===== config.mk =====
export PLATFORM = sky130hd
export DESIGN_NAME = demb_cfg
export DESIGN_NICKNAME = d
export VERILOG_FILES = /design/src/demb_pkg.sv /design/src/demb_cfg.sv
export SDC_FILE = /design/constraint.sdc
export NUM_CORES = 1
export LEC_CHECK = 0
export ABC_AREA = 1
export BUFFER_PORTS_ARGS = -buffer_cell sky130_fd_sc_hd__buf_2
export CAP_MARGIN = 20
export CORE_ASPECT_RATIO = 1.2
export CORE_MARGIN = 5
export CORE_UTILIZATION = 46
export CTS_CLUSTER_DIAMETER = 120
export CTS_CLUSTER_SIZE = 16
export DETAILED_ROUTE_END_ITERATION = 12
export PLACE_DENSITY = 0.85
export SYNTH_ARGS = -nofsm -noshare
export SYNTH_HDL_FRONTEND = slang
export SYNTH_SLANG_ARGS = --single-unit

===== constraint.sdc =====
create_clock -name clk -period 2.3 [get_ports clk]
set_input_delay 0.345 -clock clk [delete_from_list [all_inputs] [get_ports clk]]
set_output_delay 0.345 -clock clk [all_outputs]
set_load 0.01 [all_outputs]

===== src/demb_pkg.sv =====
// ----------------------------------------------------------------------------
// demb_pkg
// Shared types and constants for the diagonal emboss filter.
// ----------------------------------------------------------------------------
package demb_pkg;

	localparam int MAX_WIDTH  = 2048;
	localparam int COL_W      = $clog2(MAX_WIDTH);
	localparam int EW_W       = $clog2(MAX_WIDTH + 1);
	localparam int ROW_W      = 16;
	localparam int CFG_W_W    = 12;
	localparam int OUT_COL_W  = 11;
	localparam int PIX_W      = 24;
	localparam int LB_AW      = COL_W + 1;
	localparam int LB_DEPTH   = 2 ** LB_AW;
	localparam int FIFO_DEPTH = 4;
	localparam int FIFO_AW    = $clog2(FIFO_DEPTH);
	localparam int FIFO_CW    = $clog2(FIFO_DEPTH + 1);
	localparam int PADDR_W    = 4;
	localparam int PDATA_W    = 32;

	localparam logic [7:0] EMB_MID = 8'd128;
	localparam logic [7:0] EMB_MAX = 8'd255;

	localparam logic [CFG_W_W-1:0] RST_WIDTH  = 12'd640;
	localparam logic [ROW_W-1:0]   RST_HEIGHT = 16'd480;

	typedef enum logic [1:0] {
		REG_WIDTH  = 2'd0,
		REG_HEIGHT = 2'd1,
		REG_THREE  = 2'd2,
		REG_NONE   = 2'd3
	} reg_idx_t;

	typedef struct packed {
		logic [7:0] pixel_c0;
		logic [7:0] pixel_c1;
		logic [7:0] pixel_c2;
	} pixel_in_t;

	typedef struct packed {
		logic [15:0]          out_row;
		logic [OUT_COL_W-1:0] out_col;
		logic [7:0]           out_c0;
		logic [7:0]           out_c1;
		logic [7:0]           out_c2;
		logic                 last_of_run;
		logic                 frame_end;
	} result_t;

	typedef struct packed {
		logic [EW_W-1:0]  width;
		logic [ROW_W-1:0] height;
		logic             three;
		logic             restart;
	} cfg_t;

	typedef struct packed {
		logic [1:0] count;
		result_t    first;
		result_t    second;
	} fifo_push_t;

	function automatic logic [7:0] emboss(input logic [7:0] cur, input logic [7:0] old);
		logic signed [9:0] v;
		begin
			v = $signed({2'b00, cur}) - $signed({2'b00, old}) + $signed({2'b00, EMB_MID});
			if (v < 10'sd0) begin
				emboss = 8'd0;
			end else if (v > $signed({2'b00, EMB_MAX})) begin
				emboss = EMB_MAX;
			end else begin
				emboss = v[7:0];
			end
		end
	endfunction

endpackage


===== src/demb_cfg.sv =====
// ----------------------------------------------------------------------------
// demb_cfg
// APB register file: frame width, frame height and channel mode.
// ----------------------------------------------------------------------------
module demb_cfg (
	input  logic                            clk,
	input  logic                            arst_n,
	input  logic                            psel,
	input  logic                            penable,
	input  logic                            pwrite,
	input  logic [demb_pkg::PADDR_W-1:0]    paddr,
	input  logic [demb_pkg::PDATA_W-1:0]    pwdata,
	output logic [demb_pkg::PDATA_W-1:0]    prdata,
	output demb_pkg::cfg_t                  cfg
);
	import demb_pkg::*;

	logic [CFG_W_W-1:0] width_q;
	logic [ROW_W-1:0]   height_q;
	logic               three_q;
	logic               wr_en;
	reg_idx_t           idx;

	assign idx   = reg_idx_t'(paddr[3:2]);
	assign wr_en = psel && penable && pwrite;

	always_ff @(posedge clk or negedge arst_n) begin
		if (!arst_n) begin
			width_q  <= RST_WIDTH;
			height_q <= RST_HEIGHT;
			three_q  <= 1'b1;
		end else if (wr_en) begin
			case (idx)
				REG_WIDTH:  width_q  <= pwdata[CFG_W_W-1:0];
				REG_HEIGHT: height_q <= pwdata[ROW_W-1:0];
				REG_THREE:  three_q  <= pwdata[0];
				default:    ;
			endcase
		end
	end

	always_comb begin
		case (idx)
			REG_WIDTH:  prdata = PDATA_W'(width_q);
			REG_HEIGHT: prdata = PDATA_W'(height_q);
			REG_THREE:  prdata = PDATA_W'(three_q);
			default:    prdata = '0;
		endcase
	end

	always_comb begin
		if (width_q == '0) begin
			cfg.width = EW_W'(1);
		end else if (32'(width_q) > 32'(MAX_WIDTH)) begin
			cfg.width = EW_W'(MAX_WIDTH);
		end else begin
			cfg.width = EW_W'(width_q);
		end
		cfg.height  = (height_q == '0) ? ROW_W'(1) : height_q;
		cfg.three   = three_q;
		cfg.restart = wr_en && (idx != REG_NONE);
	end

endmodule


== Word level (Yosys, flattened, before mapping) ==
Cells that the tools add are included.
Word-level totals
  flip-flop bits (word level): 29
  word-level logic and storage cells: 20
  output and inout port bits: 62
  input port bits: 41
Operators by class
  muxes and demuxes: 4
  $lt $le $gt $ge: 1
  reduce and logical (&&, ||, !) cells: 9
  eq/ne operators: 3
Operator list (number)
  16-bit case mux with 3 select lines: 1
  12-bit two-way mux: 2
  16-bit logical NOT: 1
  16-bit two-way mux: 1
  12-bit greater-than comparator (second input constant): 1
  12-bit logical NOT: 1
  2-bit AND reduction: 3
  1-bit logical AND: 3
  2-bit by 1-bit equality test with 1-bit output (second input constant): 1
  2-bit equality test (second input constant): 1
  2-bit logical NOT: 1
  2-bit != test (second input constant): 1

== Longest topological paths before layout ==
Gate-level depths: netlist of the first run.
  word-level depth: 3
  gate-level depth with buffers: 7
  gate-level depth less buffers: 7

== Least setup slack after synthesis of the first run ==
OpenSTA, ideal clock, no wires.
  path kind: reg2out
  start: register width_q[3]
  end: output port cfg[19] (netlist bit)
  slack: 0.934 ns
  arrival time: 1.021 ns
  data required time: 1.955 ns
  stages on the path, launching flop included: 6
  buffers on the path: 0
  path through: dfrtp_1 nor2_1 nand2_1 nor2_1 nand2_2 a21oi_1
RTL lines
  start, declared: RTL line demb_cfg.sv:18  | logic [CFG_W_W-1:0] width_q;
  start signal, assigned: RTL line demb_cfg.sv:34  | REG_WIDTH: width_q <= pwdata[CFG_W_W-1:0];
  end, declared: RTL line demb_cfg.sv:14  | output demb_pkg::cfg_t cfg

==> metrics.txt, run 1 <==
sequential share of the synthesized area 43.45%; worst hold path type input port to asynchronous set/reset pin; Sw Share 36.00%; initial antenna violation count 0; DRC violations left 0; ANT nets after route 0; routed wire length per instance 12.87 µm; routed vias 1,548; # setup viols final 0; Slew HR 56.98%; count of hold-fix buffers inserted at cts 0; gr ovfl total 0; Synth Register Bits 29; TNS Setup 0 ps; Filler cells 340; global-route wire length before repair 6720 µm; Post-Route Skew 0 ps; Psw 0.5999 mW; die area between 4000 and 5000 µm²; Reg power frac 42.4%; Vias/cell around 4.8; Total Routing Usage GR between 10% and 20%; cts repair resizes 0; Ports 103; clk slew on worst S/H paths 60 ps; Die H 76.41 µm; total CTS buffers 5; Fmax slightly above 0.5 GHz; total clock sinks 29; Yosys warning count 0; MaxCap Viol Count 0; mapped cell area ~1700 µm²; # diodes 0; CP endpoint kind output port; Peak supply drop 0.4282 mV; Worst-Margin Slew 645.2 ps; clk_lat worst skew approximately 280 ps; CTS H-tree depth 2; grt met2 use 28.27%; most common cell after layout, fill and taps aside buf_2; P&R area growth vs syn 17.62%; Post-Route WL 4144 µm; Port Buffers between 60 and 70; vias in the first global route 1,469; Reg2Reg Setup Slack 1490 ps; postcts setup bufs 0; die width about 65 µm; post-layout utilization of the core 55.17%; status complete, no violations; leak pwr 1.158 nW; Final Power approximately 1.7 mW; Gate power share 33.9%; layout cells sized above 1 30.74%; Initial DRC Count 89; routing usage on met1 20.41%; cell count after synthesis about 230; worst-path maximum fanout 10; Placeable Area 3603 µm²; RSZ-0062 raised after global routing false; Pre-antenna DRT Iters 4; Root Buffer clkbuf_8; maximum clock insertion buffer count 2; pin count of the biggest net entering global routing 33; PwrDens 838.2 nW/µm²; Tcrit/Tclk final 84.65%; CTS tree yes; worst endpoint required time between 1500 and 2000 ps; Cell variety after synth 22; GR peak layer met2; Setup CP Type register to output port; Clk pwr share 23.7%; Pint about 1.1 mW; gpl congestion 0.8589; Slew Viols, Final 0; starting density of the core 46.91%; Place WS 542.9 ps; commonest cells after routing, fill and taps aside buf_2 (68), inv_1 (43), nand2_1 (38); Critical Path AT 1600 ps; routing usage on met3 6.342%; placed wire-length estimate 3072 µm; row count 24; syn avg cell area 7.286 µm²; final worst setup slack about 350 ps; Final Hold Fails 0; Worst setup SP type register; layout net count between 300 and 400; fin crit period a little under 2000 ps
==> Yosys cell counts <==
cell | number | area share [%]
clkbuf_1 | 17 | 3.8
o221ai_1 | 1 | 0.52
a21oi_1 | 14 | 4.1
o21ai_2 | 2 | 1.0
inv_1 | 43 | 9.5
inv_2 | 1 | 0.22
dfstp_2 | 7 | 11
o21ai_1 | 14 | 4.1
dfrtp_1 | 22 | 33
conb_1 | 1 | 0.22
o22ai_1 | 11 | 4.1
buf_4 | 18 | 8.0
nor2_1 | 19 | 4.2
nand3_1 | 1 | 0.30
nor3_1 | 1 | 0.30
buf_6 | 1 | 0.67
nand2_2 | 2 | 0.74
nand2_1 | 38 | 8.4
o21ai_0 | 9 | 2.7
nand3_2 | 1 | 0.59
nand4_1 | 4 | 1.5
buf_2 | 5 | 1.5
==> layer usage <==
layer / part of all wire (%) / routed length [µm]
met1: 41 / 1702
met2: 47 / 1968
met3: 9.6 / 398
met4: 1.8 / 75
met5: 0 / 0
==> cell type report <==
class,instances,area [µm²],share of cell area [%]
inverters,44,165.2,8.307
repair buffers,69,347.8,17.50
well taps,39,48.80,2.454
multi-input cells,133,611.8,30.77
clock buffers,8,80.08,4.028
flip-flops and latches,29,734.5,36.94
==> path summary, 6_finish.rpt <==
check / from / to / cells past startpoint
worst min-delay path: arst_n / height_q[13] / 1
worst max register to register: width_q[11] / width_q[11] / 3
worst min register to register: height_q[6] / height_q[6] / 2
worst max-delay path: width_q[4] / cfg[20] / 6
max in group asynchronous: arst_n / width_q[5] / 1
min in group clk: pwdata[7] / height_q[7] / 3
==> worst max-delay path, stage by stage (launching register included) <==
cell     delay (ps)
dfrtp_1         400
nor2_1          120
nand2_1          70
nor2_1          190
nand2_2         200
a21oi_1         190
buf_2           150
==> state kept, by name, summed over array words and instances (netlist names) <==
| name | flops |
|---|---|
| width_q | 12 |
| height_q | 16 |
| three_q | 1 |
==> metrics by stage <==
stage / instance area, µm² / cells / hold slack [ps]
after floorplan: 1747 / 247 / 49.41
after global placement: 1908 / 314 / 403.8
after detailed placement: 1908 / 314 / 410.6
after CTS: 1988 / 322 / 111.4
after global routing: 1988 / 322 / 141.0
final: 1988 / 322 / 87.02
==> power groups by stage <==
stage	Clock [mW]	Combinational (mW)	Sequential, mW
2_1_floorplan	0	0.402	0.698
3_3_place_gp	0	0.556	0.710
3_5_place_dp	0	0.566	0.715
4_1_cts	0.406	0.569	0.708
5_1_grt	0.431	0.640	0.722
6_report	0.395	0.564	0.707
==> kinds of logic after synthesis <==
family,Yosys count,synth area share [%]
buf+inv,85,23.69
simple gates,66,16.06
compound gates,51,16.58
flops,29,43.45
other cells,1,0.2218
Power figures use the tool's default switching activity.
==> run 2: changes to the inputs <==
CORE_UTILIZATION = 39   (was 46)
PLACE_DENSITY = 0.76   (was 0.85)
clock period = 1.74 ns   (was 2.3 ns; I/O delays follow)
==> metrics.txt, run 2 (same netlist as run 1, synthesis figures left out) <==
initial antenna violation count 0 (unchanged); total clock sinks 29 (unchanged); most flop-heavy register height_q; gr ovfl total 0 (unchanged); Port Buffers 68 (unchanged); Reg power frac 40.2% (-2.2 points); slowest CP cell dfrtp_1; area of the multi-input gates 665.6 µm² (+8.8%); Post-Layout Inst Area 2096 µm² (+5.4%); gpl congestion 0.7565 (-12%); CTS H-tree depth 2 (unchanged); Cell Chain, Critical Path nor3_2, nand2_4, a21oi_2, buf_2; Ports 103 (unchanged); placed wire-length estimate 3228 µm (+5.1%); Sw Share 36.44% (+0.44 points); top flop regs height_q x16, width_q x12, three_q x1; die area 5757 µm² (+15%); Pre-antenna DRT Iters 4 (unchanged); slowest stage delay, CP 400 ps (about the same); Fmax 0.5731 GHz; Top delay family on crit path simple AND/OR/NAND/NOR gates; Slew Viols, Final 0 (unchanged); Post-Layout Cell Count 343 (+6.5%); Post-Route Skew 0 ps (unchanged); # setup viols final 2 (+2); Psw 0.8464 mW (+41%); worst-path maximum fanout 5 (-5); most common cell after layout, fill and taps aside buf_2; RSZ-0062 raised after global routing true; Slew HR 57.45% (+0.47 points); Gate power share 35.3% (+1.4 points); global-route wire length before repair 6796 µm (+1.1%); worst endpoint required time 1480 ps (-480 ps); ANT nets after route 0 (unchanged); final worst setup slack -4.865 ps (-358.0 ps); pin count of the biggest net entering global routing 33 (unchanged); die width 70.10 µm (+7.3%); clk_lat worst skew 270 ps (about the same); MaxCap Viol Count 0 (unchanged); maximum clock insertion buffer count 2 (unchanged); count of hold-fix buffers inserted at cts 0 (unchanged); Vias/cell 4.574 (-4.8%); fin crit period around 1700 ps; status finished with violations; Post-Route WL 4375 µm (+5.6%); # diodes 0 (unchanged); Critical Path AT 1480 ps (-120 ps); Tcrit/Tclk final 100.3%; clk slew on worst S/H paths 60 ps (about the same); wl on met1 1840 µm (+8.1%); Filler cells 439 (+29%); Placeable Area 4229 µm² (+17%); highest metal used met4; Clk pwr share 24.5% (+0.8 points); WHS -0.4891 ps (-87.51 ps); vias in the first global route 1,464 (-0.34%); max FFs per register 16 (unchanged); metal2 WL 2027 µm (+3.0%); total CTS buffers 5 (unchanged); CTS tree yes; Initial DRC Count 104 (+17%); P&R area growth vs syn 23.98%; layout net count 327 (+1.2%); failing checks negative hold slack, negative setup slack; Final Power 2.323 mW (+39%); starting density of the core 39.97% (-6.9 points); Place WS 204.2 ps (-338.7 ps); leak pwr 1.200 nW (+3.6%); Peak supply drop 0.6115 mV (+43%); DP Area 1937 µm² (+1.5%); Buf/Inv on CP 1 (unchanged); CP endpoint kind output port; layout cells sized above 1 35.19% (+4.4 points); Root Buffer clkbuf_8; PwrDens 1108 nW/µm² (+32%); Pint 1.476 mW (+38%); Setup CP Type register to output port; Placed Instances 332 (+5.7%); Worst-Margin Slew 638.2 ps (-7.067 ps); DRC violations left 0 (unchanged); Total Routing Usage GR 15.25% (-2.1 points); commonest cells after routing, fill and taps aside buf_2 (68), inv_1 (43), nand2_1 (37); worst hold path type input port to asynchronous set/reset pin; Reg area 734.5 µm² (unchanged); Worst setup SP type register; routed vias 1,569 (+1.4%); row count 26 (+8.3%); metal3 WL 459 µm (+15%); routed wire length per instance 12.76 µm (-0.89%); Final Hold Fails 2 (+2); Die H 82.12 µm (+7.5%)
## run 2: changes by cell type in the layout (fill, tap and decap cells not counted), sizes merged
cell	previous run	this run
buf	69	72
nand2	40	41
## run 2: what timing repair did
action,4_1_cts,5_1_grt
gates cloned,1,0
setup endpoints to repair,10,10
buffers inserted,0,2
resized for setup,4,9
hold endpoints to repair,0,0
pin swaps,0,4
## run 2: power groups by stage
| stage | Sequential (mW) | Clock (mW) | Combinational [mW] |
|---|---|---|---|
| 6_report | 0.934 | 0.568 | 0.821 |
| 2_1_floorplan | 0.923 | 0 | 0.532 |
| 3_5_place_dp | 0.945 | 0 | 0.757 |
| 5_1_grt | 0.956 | 0.620 | 0.914 |
| 4_1_cts | 0.937 | 0.579 | 0.780 |
| 3_3_place_gp | 0.939 | 0 | 0.744 |
## run 2: final timing paths
kind	from	to	slack [ps]	depth (start not counted)
max in group asynchronous	arst_n	height_q[2]	1320	1
min in group clk	pwdata[7]	height_q[7]	190	3
setup / recovery	width_q[8]	cfg[24]	-5	4
hold reg to reg	height_q[7]	height_q[7]	480	2
setup reg to reg	width_q[11]	width_q[11]	880	3
hold / removal	arst_n	height_q[15]	-0.5	1
## run 2: per-layer routing
metal | GRT usage [%] | vias to the layer above
li1 | - | 786
met1 | 17.85 | 710
met2 | 25.33 | 68
met3 | 5.206 | 5
met4 | 7.280 | 0
met5 | 0 | -
## run 2: cell type report
type / instances / area share (%)
Sequential cell: 29 / 35.04
Timing Repair Buffer: 72 / 17.67
Multi-Input combinational cell: 134 / 31.76
Clock buffer: 8 / 4.299
Inverter: 44 / 7.881
Tap cell: 56 / 3.343
## run 2: metrics by stage
stage	TNS [ps]	hold slack [ps]	utilization, %
finish	-5.226	-0.4891	49.56
global route	-779.2	58.78	49.56
CTS	-51.11	31.91	48.37
detailed placement	0	332.7	45.80
global placement	0	325.9	45.80
floorplan	0	-34.59	-
