`src/demb_pkg.sv`:
```
// ----------------------------------------------------------------------------
// demb_pkg
// Shared types and constants for the diagonal emboss filter.
// ----------------------------------------------------------------------------
package demb_pkg;

	localparam int MAX_WIDTH  = 2048;
	localparam int COL_W      = $clog2(MAX_WIDTH);
	localparam int EW_W       = $clog2(MAX_WIDTH + 1);
	localparam int ROW_W      = 16;
	localparam int CFG_W_W    = 12;
	localparam int OUT_COL_W  = 11;
	localparam int PIX_W      = 24;
	localparam int LB_AW      = COL_W + 1;
	localparam int LB_DEPTH   = 2 ** LB_AW;
	localparam int FIFO_DEPTH = 4;
	localparam int FIFO_AW    = $clog2(FIFO_DEPTH);
	localparam int FIFO_CW    = $clog2(FIFO_DEPTH + 1);
	localparam int PADDR_W    = 4;
	localparam int PDATA_W    = 32;

	localparam logic [7:0] EMB_MID = 8'd128;
	localparam logic [7:0] EMB_MAX = 8'd255;

	localparam logic [CFG_W_W-1:0] RST_WIDTH  = 12'd640;
	localparam logic [ROW_W-1:0]   RST_HEIGHT = 16'd480;

	typedef enum logic [1:0] {
		REG_WIDTH  = 2'd0,
		REG_HEIGHT = 2'd1,
		REG_THREE  = 2'd2,
		REG_NONE   = 2'd3
	} reg_idx_t;

	typedef struct packed {
		logic [7:0] pixel_c0;
		logic [7:0] pixel_c1;
		logic [7:0] pixel_c2;
	} pixel_in_t;

	typedef struct packed {
		logic [15:0]          out_row;
		logic [OUT_COL_W-1:0] out_col;
		logic [7:0]           out_c0;
		logic [7:0]           out_c1;
		logic [7:0]           out_c2;
		logic                 last_of_run;
		logic                 frame_end;
	} result_t;

	typedef struct packed {
		logic [EW_W-1:0]  width;
		logic [ROW_W-1:0] height;
		logic             three;
		logic             restart;
	} cfg_t;

	typedef struct packed {
		logic [1:0] count;
		result_t    first;
		result_t    second;
	} fifo_push_t;

	function automatic logic [7:0] emboss(input logic [7:0] cur, input logic [7:0] old);
		logic signed [9:0] v;
		begin
			v = $signed({2'b00, cur}) - $signed({2'b00, old}) + $signed({2'b00, EMB_MID});
			if (v < 10'sd0) begin
				emboss = 8'd0;
			end else if (v > $signed({2'b00, EMB_MAX})) begin
				emboss = EMB_MAX;
			end else begin
				emboss = v[7:0];
			end
		end
	endfunction

endpackage

```
`src/demb_fifo.sv`:
```
// ----------------------------------------------------------------------------
// demb_fifo
// Small result queue taking up to two results a cycle, one out a cycle while pop is high and the queue is not empty.
// ----------------------------------------------------------------------------
module demb_fifo (
	input  logic                            clk,
	input  logic                            arst_n,
	input  demb_pkg::fifo_push_t            push,
	input  logic                            pop,
	output logic                            valid,
	output demb_pkg::result_t               head,
	output logic [demb_pkg::FIFO_CW-1:0]    level
);
	import demb_pkg::*;

	result_t              buf_q [FIFO_DEPTH];
	logic [FIFO_AW-1:0]   wr_ptr_q;
	logic [FIFO_AW-1:0]   rd_ptr_q;
	logic [FIFO_CW-1:0]   count_q;
	logic                 do_pop;

	assign do_pop = pop && (count_q != '0);

	always_ff @(posedge clk) begin
		if (push.count != 2'd0) begin
			buf_q[wr_ptr_q] <= push.first;
		end
		if (push.count == 2'd2) begin
			buf_q[wr_ptr_q + FIFO_AW'(1)] <= push.second;
		end
	end

	always_ff @(posedge clk or negedge arst_n) begin
		if (!arst_n) begin
			wr_ptr_q <= '0;
			rd_ptr_q <= '0;
			count_q  <= '0;
		end else begin
			wr_ptr_q <= wr_ptr_q + FIFO_AW'(push.count);
			if (do_pop) begin
				rd_ptr_q <= rd_ptr_q + FIFO_AW'(1);
			end
			count_q <= count_q + FIFO_CW'(push.count) - FIFO_CW'(do_pop);
		end
	end

	assign valid = (count_q != '0);
	assign head  = buf_q[rd_ptr_q];
	assign level = count_q;

endmodule

```
`config.mk`:
```
export PLATFORM = sky130hd
export DESIGN_NAME = demb_fifo
export DESIGN_NICKNAME = d
export VERILOG_FILES = /design/src/demb_pkg.sv /design/src/demb_fifo.sv
export SDC_FILE = /design/constraint.sdc
export NUM_CORES = 1
export LEC_CHECK = 0
export ABC_AREA = 1
export BUFFER_PORTS_ARGS = -buffer_cell sky130_fd_sc_hd__buf_4
export CAP_MARGIN = 20
export CORE_MARGIN = 8
export CORE_UTILIZATION = 54
export CTS_BUF_LIST = sky130_fd_sc_hd__clkbuf_8
export DETAILED_ROUTE_END_ITERATION = 8
export GPL_TIMING_DRIVEN = 1
export PLACE_DENSITY_LB_ADDON = 0.3
export SLEW_MARGIN = 20
export SYNTH_ARGS = -nofsm -noshare
export SYNTH_HDL_FRONTEND = slang
export SYNTH_SLANG_ARGS = --single-unit
```
`constraint.sdc`:
```
create_clock -name clk -period 2.5 [get_ports clk]
set_input_delay 0.125 -clock clk [delete_from_list [all_inputs] [get_ports clk]]
set_output_delay 0.125 -clock clk [all_outputs]
set_load 0.1 [all_outputs]
```
After elaboration in Yosys (flattened, before gate mapping)
Memory sizes are Yosys's and may differ from the RTL's.
Index checks and enable logic that the tools add are counted.
Widths: inputs -> output; s select.
- logic and storage cells: 17
- bits in writable memories: 212
- register bits after elaboration: 7
- memories: 1
- memories (name ; words ; bits a word ; read ports ; clocked after Yosys merged registers in ; write ports ; RTL line ; text):
    buf_q ; 4 ; 53 ; 1 ; 0 ; 2 ; demb_fifo.sv:16 ; result_t buf_q [FIFO_DEPTH];
- reductions and logical operators: 3
- eq/ne operators: 1
- add/subtract/negate cells: 5
- muxes and demuxes: 4
- operators with widths (kind ; count):
    $add 2x1->2 const B ; 2
    $mux 1 ; 4
    $add 3x2->3 ; 1
    $reduce_bool 3->1 ; 1
    $sub 3x1->3 ; 1
    $add 2x2->2 ; 1
    $eq 2x2->1 const B ; 1
    $reduce_bool 2->1 ; 1
    $logic_and 1x1->1 ; 1

Logic depth before layout (Yosys ltp)
Gate-level depths: netlist (run 1).
- depth in word-level cells: 3
- gate-level depth with buffers: 10
- depth with buffers taken out: 10

Worst setup path after synthesis (run 1)
OpenSTA, ideal clock, no wires.
- path kind: register to register
- start: register count_q[0], in the netlist level[0]
- end: register count_q[2], in the netlist level[2]
- arrival: 2.981 ns
- setup slack: -0.546 ns
- stages on the path, launching flop included: 11
- period minus slack after synthesis: 3.046 ns
- library setup time: 0.065 ns
- required time: 2.435 ns
- cells stage by stage: dfrtp_1 > inv_1 > nand2_1 > nand2_1 > inv_1 > ha_1 > inv_1 > ha_1 > fa_1 > nand3b_1 > nand2_1
- longest elaborated chain between the ends: 3
- elaborated cells on any way between the ends: 4
- classes of those cells: 2 x add/sub; 2 x reduce/logical
- ends and longest elaborated chain (element ; RTL line ; text):
    start, declared ; demb_fifo.sv:19 ; logic [FIFO_CW-1:0] count_q;
    start signal, assigned ; demb_fifo.sv:43 ; count_q <= count_q + FIFO_CW'(push.count) - FIFO_CW'(do_pop);
    $reduce_bool 3->1 ; n/a ;
    net valid ; demb_fifo.sv:10 ; output logic valid,
    $logic_and 1x1->1 ; demb_fifo.sv:22 ; assign do_pop = pop && (count_q != '0);
    net do_pop ; demb_fifo.sv:20 ; logic do_pop;
    $sub 3x1->3 ; demb_fifo.sv:43 ;
The timed path passes the listed nets, and every way through them passes these cells.
A chain may end at the register's enable or synchronous reset.

==> results of run 1 <==
==> report_power, final <==
| part | total, mW | internal, mW | switching (mW) |
|---|---|---|---|
| Combinational | 12.7 | 2.81 | 9.94 |
| Clock | 2.99 | 1.52 | 1.47 |
| Sequential | 6.00 | 5.62 | 0.386 |
| Total | 21.7 | 9.94 | 11.8 |
==> area by class of cell <==
class	instances	area, um^2
Timing Repair Buffer	360	3224
Tap cell	280	350.3
Inverter	68	259.0
Antenna cell	1	2.502
Multi-Input combinational cell	1054	4443
Clock inverter	29	121.4
Clock buffer	41	564.3
Fill cell	1541	6038
Sequential cell	219	6550
==> cells in the final DEF, fill, tap and decap left out, drive strengths merged <==
master,n
buf,201
nand3b,1
clkinv,14
dfrtp,7
fa,1
ha,4
o21ai,106
nand4,1
diode,1
nand2,666
edfxtp,212
nand3,163
clkbuf,41
dlygate4sd3,159
inv,83
or2,1
nor2,111
==> layer usage <==
layer | part of all wire, % | up-vias
li1 | - | 5292
met2 | 50 | 623
met3 | 9.9 | 95
met5 | 0 | -
met1 | 37 | 5127
met4 | 2.9 | 0
==> cells by family after synthesis <==
kind of cell | synth area share, %
adders and majority gates | 0.5995
DFF | 55.96
AOI/OAI and AO/OA | 4.539
buffers and inverters | 6.251
and+or+nand+nor | 32.65
==> sequential cells by signal, summed over array words and instances, names as in the netlist <==
signal,flops
buf_q,212
level,3
rd_ptr_q,2
wr_ptr_q,2
==> worst max path at each step <==
stage,to,cells after the start
after floorplan,level[2],10
after global placement,level[2],10
after detailed placement,level[2],10
after CTS,buf_q[2][7],7
after global routing,buf_q[2][41],6
final,buf_q[2][41],7
==> worst max-delay path: stages (launching register included) <==
cell and delay, ns:
dfrtp_2 0.53, inv_2 0.10, nor2_8 0.27, nand2_2 0.10
buf_4 0.35, nand2_1 0.13, nand2_1 0.06, dlygate4sd3_1 0.57
==> metrics by stage <==
step / hold WS (ns) / cell area, um^2 / TNS (ns) / power, mW / std cells
finish: 0.3992 / 15510 / 0 / 21.74 / 2052
global route: 0.4301 / 15510 / 0 / 22.75 / 2052
CTS: 0.3866 / 15480 / 0 / 21.65 / 2049
detailed placement: -0.05334 / 13200 / 0 / 18.36 / 1820
global placement: -0.05264 / 13200 / 0 / 18.17 / 1820
floorplan: -0.1706 / 11710 / -0.05988 / 15.23 / 1434
==> timing repair <==
action                     in CTS  in global routing
setup buffers                   0                  2
hold endpoints to repair      224                  0
setup endpoints to repair       0                 47
hold buffers                  159                  0
gates resized for setup         0                  2
==> results_dict.tcl, run 1 <==
set metrics [dict create \
    grt_busiest_layer "met2" \
    cts-root-buf "clkbuf_8" \
    finalHoldViolations 0 \
    worst_slack_ns 0.09614 \
    end_kind "flop" \
    slew_violations 0 \
    cellPowerDensity_nw_per_um2 1401 \
    finalCriticalPeriod_ns 2.404 \
    syn_avg_cell_area_um2 8.151 \
    track_usage_pct 25.68 \
    synth-edff-count 212 \
    wire_per_inst_um 17.00 \
    cts_tree "yes" \
    synth_area_leader_cell "edfxtp_1" \
    die_area_um2 26610 \
    first_pass_iters 6 \
    die_h_um 163.1 \
    hold_path_end "rd_ptr_q[0]" \
    synth.area.top_cells "edfxtp_1 (54%), nand2_1 (21%), nand3_1 (7.0%), o21ai_0 (4.5%), nor2_1 (3.4%)" \
    required_ns 2.78 \
    ys_async_sr_fraction_pct 3.196 \
    worstPathMaxFanout 53 \
    r2r-start "wr_ptr_q[0]" \
    crit_arrival_ns 2.68 \
    drt-total-wl_um 34890 \
    r2r-end "buf_q[2][41]" \
    p_leak_nw 7.249 \
    rsz0062_at_grt "no" \
    clk_pin_slew_ns 0.06 \
    period_share_pct 96.15 \
    syn_nets 1550 \
    nNetsFinal 1857 \
    fmax_mhz 416.0 \
    use_met1_pct 30.43 \
    htreeDepth 2 \
    syn_inst 1434 \
    r2r_setup_slack_ns 0.1 \
    synth_flop_cell "edfxtp_1" \
    num_vias 11137 \
    drtIter0Drc 1085 \
    rr_worst_depth 7 \
    min_from "pop" \
    viasPerCell 5.427 \
    rows 54 \
    antenna_found_initial 1 \
    cts_made_buffers 38 \
    grt_first_pass_wirelength_um 55190 \
    setup_viol 0 \
    final_util_pct 71.98 \
    first_global_vias 11043 \
    cp-start-kind "flop" \
    ys_types 22 \
    cp-startpoint "wr_ptr_q[0]" \
    yosysWarnings 0 \
    whs_path_depth 4 \
    core_um2 21550 \
    synth_top_area_share_pct 54.46 \
    crit_type "reg -> reg" \
    dp_hpwl_um 20110 \
    ir_drop_mv 1.295 \
    drv_cap 0 \
    grt_util_met2_pct 45.53 \
    grt_overflow 0 \
    die_w_um 163.1 \
    cts_buffer_depth 3 \
    clock_sinks 219 \
    drc 0 \
    status "completed" \
    drive_gt1_share_pct 15.30 \
    dp_slack_ns 0.4576 \
    ys_seq_area_share_pct 55.96 \
    port_buffers 167 \
    gr-usage-met3_pct 5.015 \
    synth_most_common_cell "nand2_1" \
    ios 168 \
    ant_nets 0 \
    gp_congestion 0.7853 \
    grt_max_degree 68 \
    start_util_pct 54.23 \
    ys_seq_elements 219 \
    worst_pin_slew_ns 0.7326 \
    hold_class "in -> reg" \
    fin_worst_skew_ns 0.01585 \
    clock_latency_ns 0.53 \
    relSlewSlack_pct 51.16 \
    syn_to_final_growth_pct 32.73 \
    synth_commonest_cells "nand2_1 (662), edfxtp_1 (212), nand3_1 (163)" \
    netlist_area_um2 11690 \
]
Note: power is estimated with default switching activity, not from simulation.
==> inputs of run 2 (changes only) <==
PLACE_DENSITY = 0.84   (was not set)
PLACE_DENSITY_LB_ADDON = not set   (was 0.3)
==> run 2 against run 1 <==
Compared with the run above:
- combinational power about the same
- total power about the same
- fmax up 0.37%
- critical path type is now reg -> out
- register-to-register slack better by 0.07 ns
- non-clock buffer count up 3
- largest power group unchanged
==> results_dict.tcl, run 2 (synthesis gave the netlist of run 1 again) <==
set metrics [dict create \
    status "completed" \
    final_cell_mix "nand2_1 (657), edfxtp_1 (212), buf_4 (192), dlygate4sd3_1 (164), nand3_1 (163)" \
    ir_drop_mv 1.035 \
    relSlewSlack_pct 49.28 \
    dp_hpwl_um 20230 \
    r2r_setup_slack_ns 0.17 \
    finalCriticalPeriod_ns 2.395 \
    num_vias 11270 \
    clock_latency_ns 0.52 \
    rows 54 \
    hold_path_end "rd_ptr_q[0]" \
    wire_per_inst_um 17.51 \
    worst_pin_slew_ns 0.7608 \
    clk_pin_slew_ns 0.06 \
    finalHoldViolations 0 \
    cp-start-kind "flop" \
    placed_area_um2 13150 \
    port_buffers 167 \
    final_util_pct 71.91 \
    crit_type "reg -> out" \
    core_um2 21550 \
    grt_first_pass_wirelength_um 57250 \
    viasPerCell 5.492 \
    drv_cap 0 \
    crit_arrival_ns 2.27 \
    end_kind "primary output" \
    r2r-start "wr_ptr_q[1]" \
    worstPathMaxFanout 28 \
    ant_nets 0 \
    first_global_vias 11732 \
    syn_to_final_growth_pct 32.59 \
    drc 0 \
    nNetsFinal 1859 \
    r2r-end "buf_q[3][12]" \
    place_inst 1819 \
    fin_worst_skew_ns 0.008128 \
    layout.cells.non_filler 2052 \
    cts_tree "yes" \
    required_ns 2.38 \
    cellPowerDensity_nw_per_um2 1401 \
    antenna_found_initial 0 \
    setup_viol 0 \
    track_usage_pct 26.74 \
    p_leak_nw 7.243 \
    die_area_um2 26610 \
    holdWs_ns 0.4184 \
    cts-root-buf "clkbuf_8" \
    htreeDepth 2 \
    slew_violations 0 \
    final_common_cell "nand2_1" \
    first_pass_iters 7 \
    gp_congestion 0.7909 \
    fin_area_um2 15500 \
    grt_overflow 0 \
    total_power_mw 21.72 \
    ios 168 \
    min_from "pop" \
    drt-total-wl_um 35930 \
    drive_gt1_share_pct 15.13 \
    start_util_pct 54.23 \
    rr_worst_depth 8 \
    whs_path_depth 4 \
    clock_sinks 219 \
    grt_max_degree 100 \
    hold_class "in -> reg" \
    period_share_pct 95.80 \
    die_h_um 163.1 \
    rsz0062_at_grt "no" \
    top_register "buf_q" \
    drtIter0Drc 1060 \
    cts_buffer_depth 3 \
    die_w_um 163.1 \
    fmax_mhz 417.6 \
    cts_made_buffers 37 \
    largest_reg_flops 212 \
]
## run 2: cell count changes in the layout (fill, tap and decap cells not counted), sizes merged
cell         before  now
clkbuf           41   42
clkinvlp          0    1
clkinv           14    9
buf             201  199
dlygate4sd3     159  164
## run 2: repair_timing
| item | CTS | global route |
|---|---|---|
| setup endpoints to repair | 0 | 62 |
| endpoints found under the hold margin | 224 | 0 |
| hold buffers | 164 | 0 |
| resized for setup | 0 | 2 |
| setup buffers | 0 | 1 |
## run 2: report_power, final
part	internal [mW]	total, mW	switching (mW)
registers	5.62	6.04	0.419
clock network	1.53	2.97	1.44
logic	2.77	12.7	9.94
total	9.92	21.7	11.8
## run 2: final cells by class
| cell class | count | area, um^2 |
|---|---|---|
| inverter | 68 | 259.0 |
| fill | 1500 | 6055 |
| tap | 280 | 350.3 |
| multi-input combinational | 1054 | 4438 |
| sequential | 219 | 6550 |
| clock buffer | 42 | 578.1 |
| clock inverter | 25 | 98.84 |
| timing repair buffer | 363 | 3222 |
| antenna | 1 | 2.502 |
## run 2: per-stage QoR
stage                     setup TNS [ns]  worst slack (ns)
after floorplan                 -0.05988          -0.05988
after global placement                 0            0.5483
after detailed placement               0            0.4557
after CTS                              0          0.006936
after global routing                   0          0.002610
final                                  0            0.1051
## run 2: worst max-delay path by stage
stage	slack, ns	from	end	depth (start not counted)
global route	0.003	rd_ptr_q[0]	head[21]	6
CTS	0.007	rd_ptr_q[0]	head[26]	6
finish	0.11	rd_ptr_q[0]	head[52]	5
detailed placement	0.46	level[2]	level[2]	10
global placement	0.55	level[2]	level[2]	10
floorplan	-0.06	level[2]	level[2]	10
## run 2: critical path: stages, from the launching register on
cell     delay, ns
dfrtp_4       0.66
inv_2         0.11
buf_4         0.34
o21ai_0       0.15
nand2_1       0.15
buf_4         0.32
## run 2: per-layer routing
| metal | vias up | track usage (%) | routed length [um] |
|---|---|---|---|
| met5 | - | 0 | 0 |
| met4 | 0 | 12.64 | 1303 |
| met3 | 121 | 4.914 | 3500 |
| met2 | 671 | 48.59 | 18700 |
| met1 | 5186 | 29.79 | 12420 |
| li1 | 5292 | - | - |
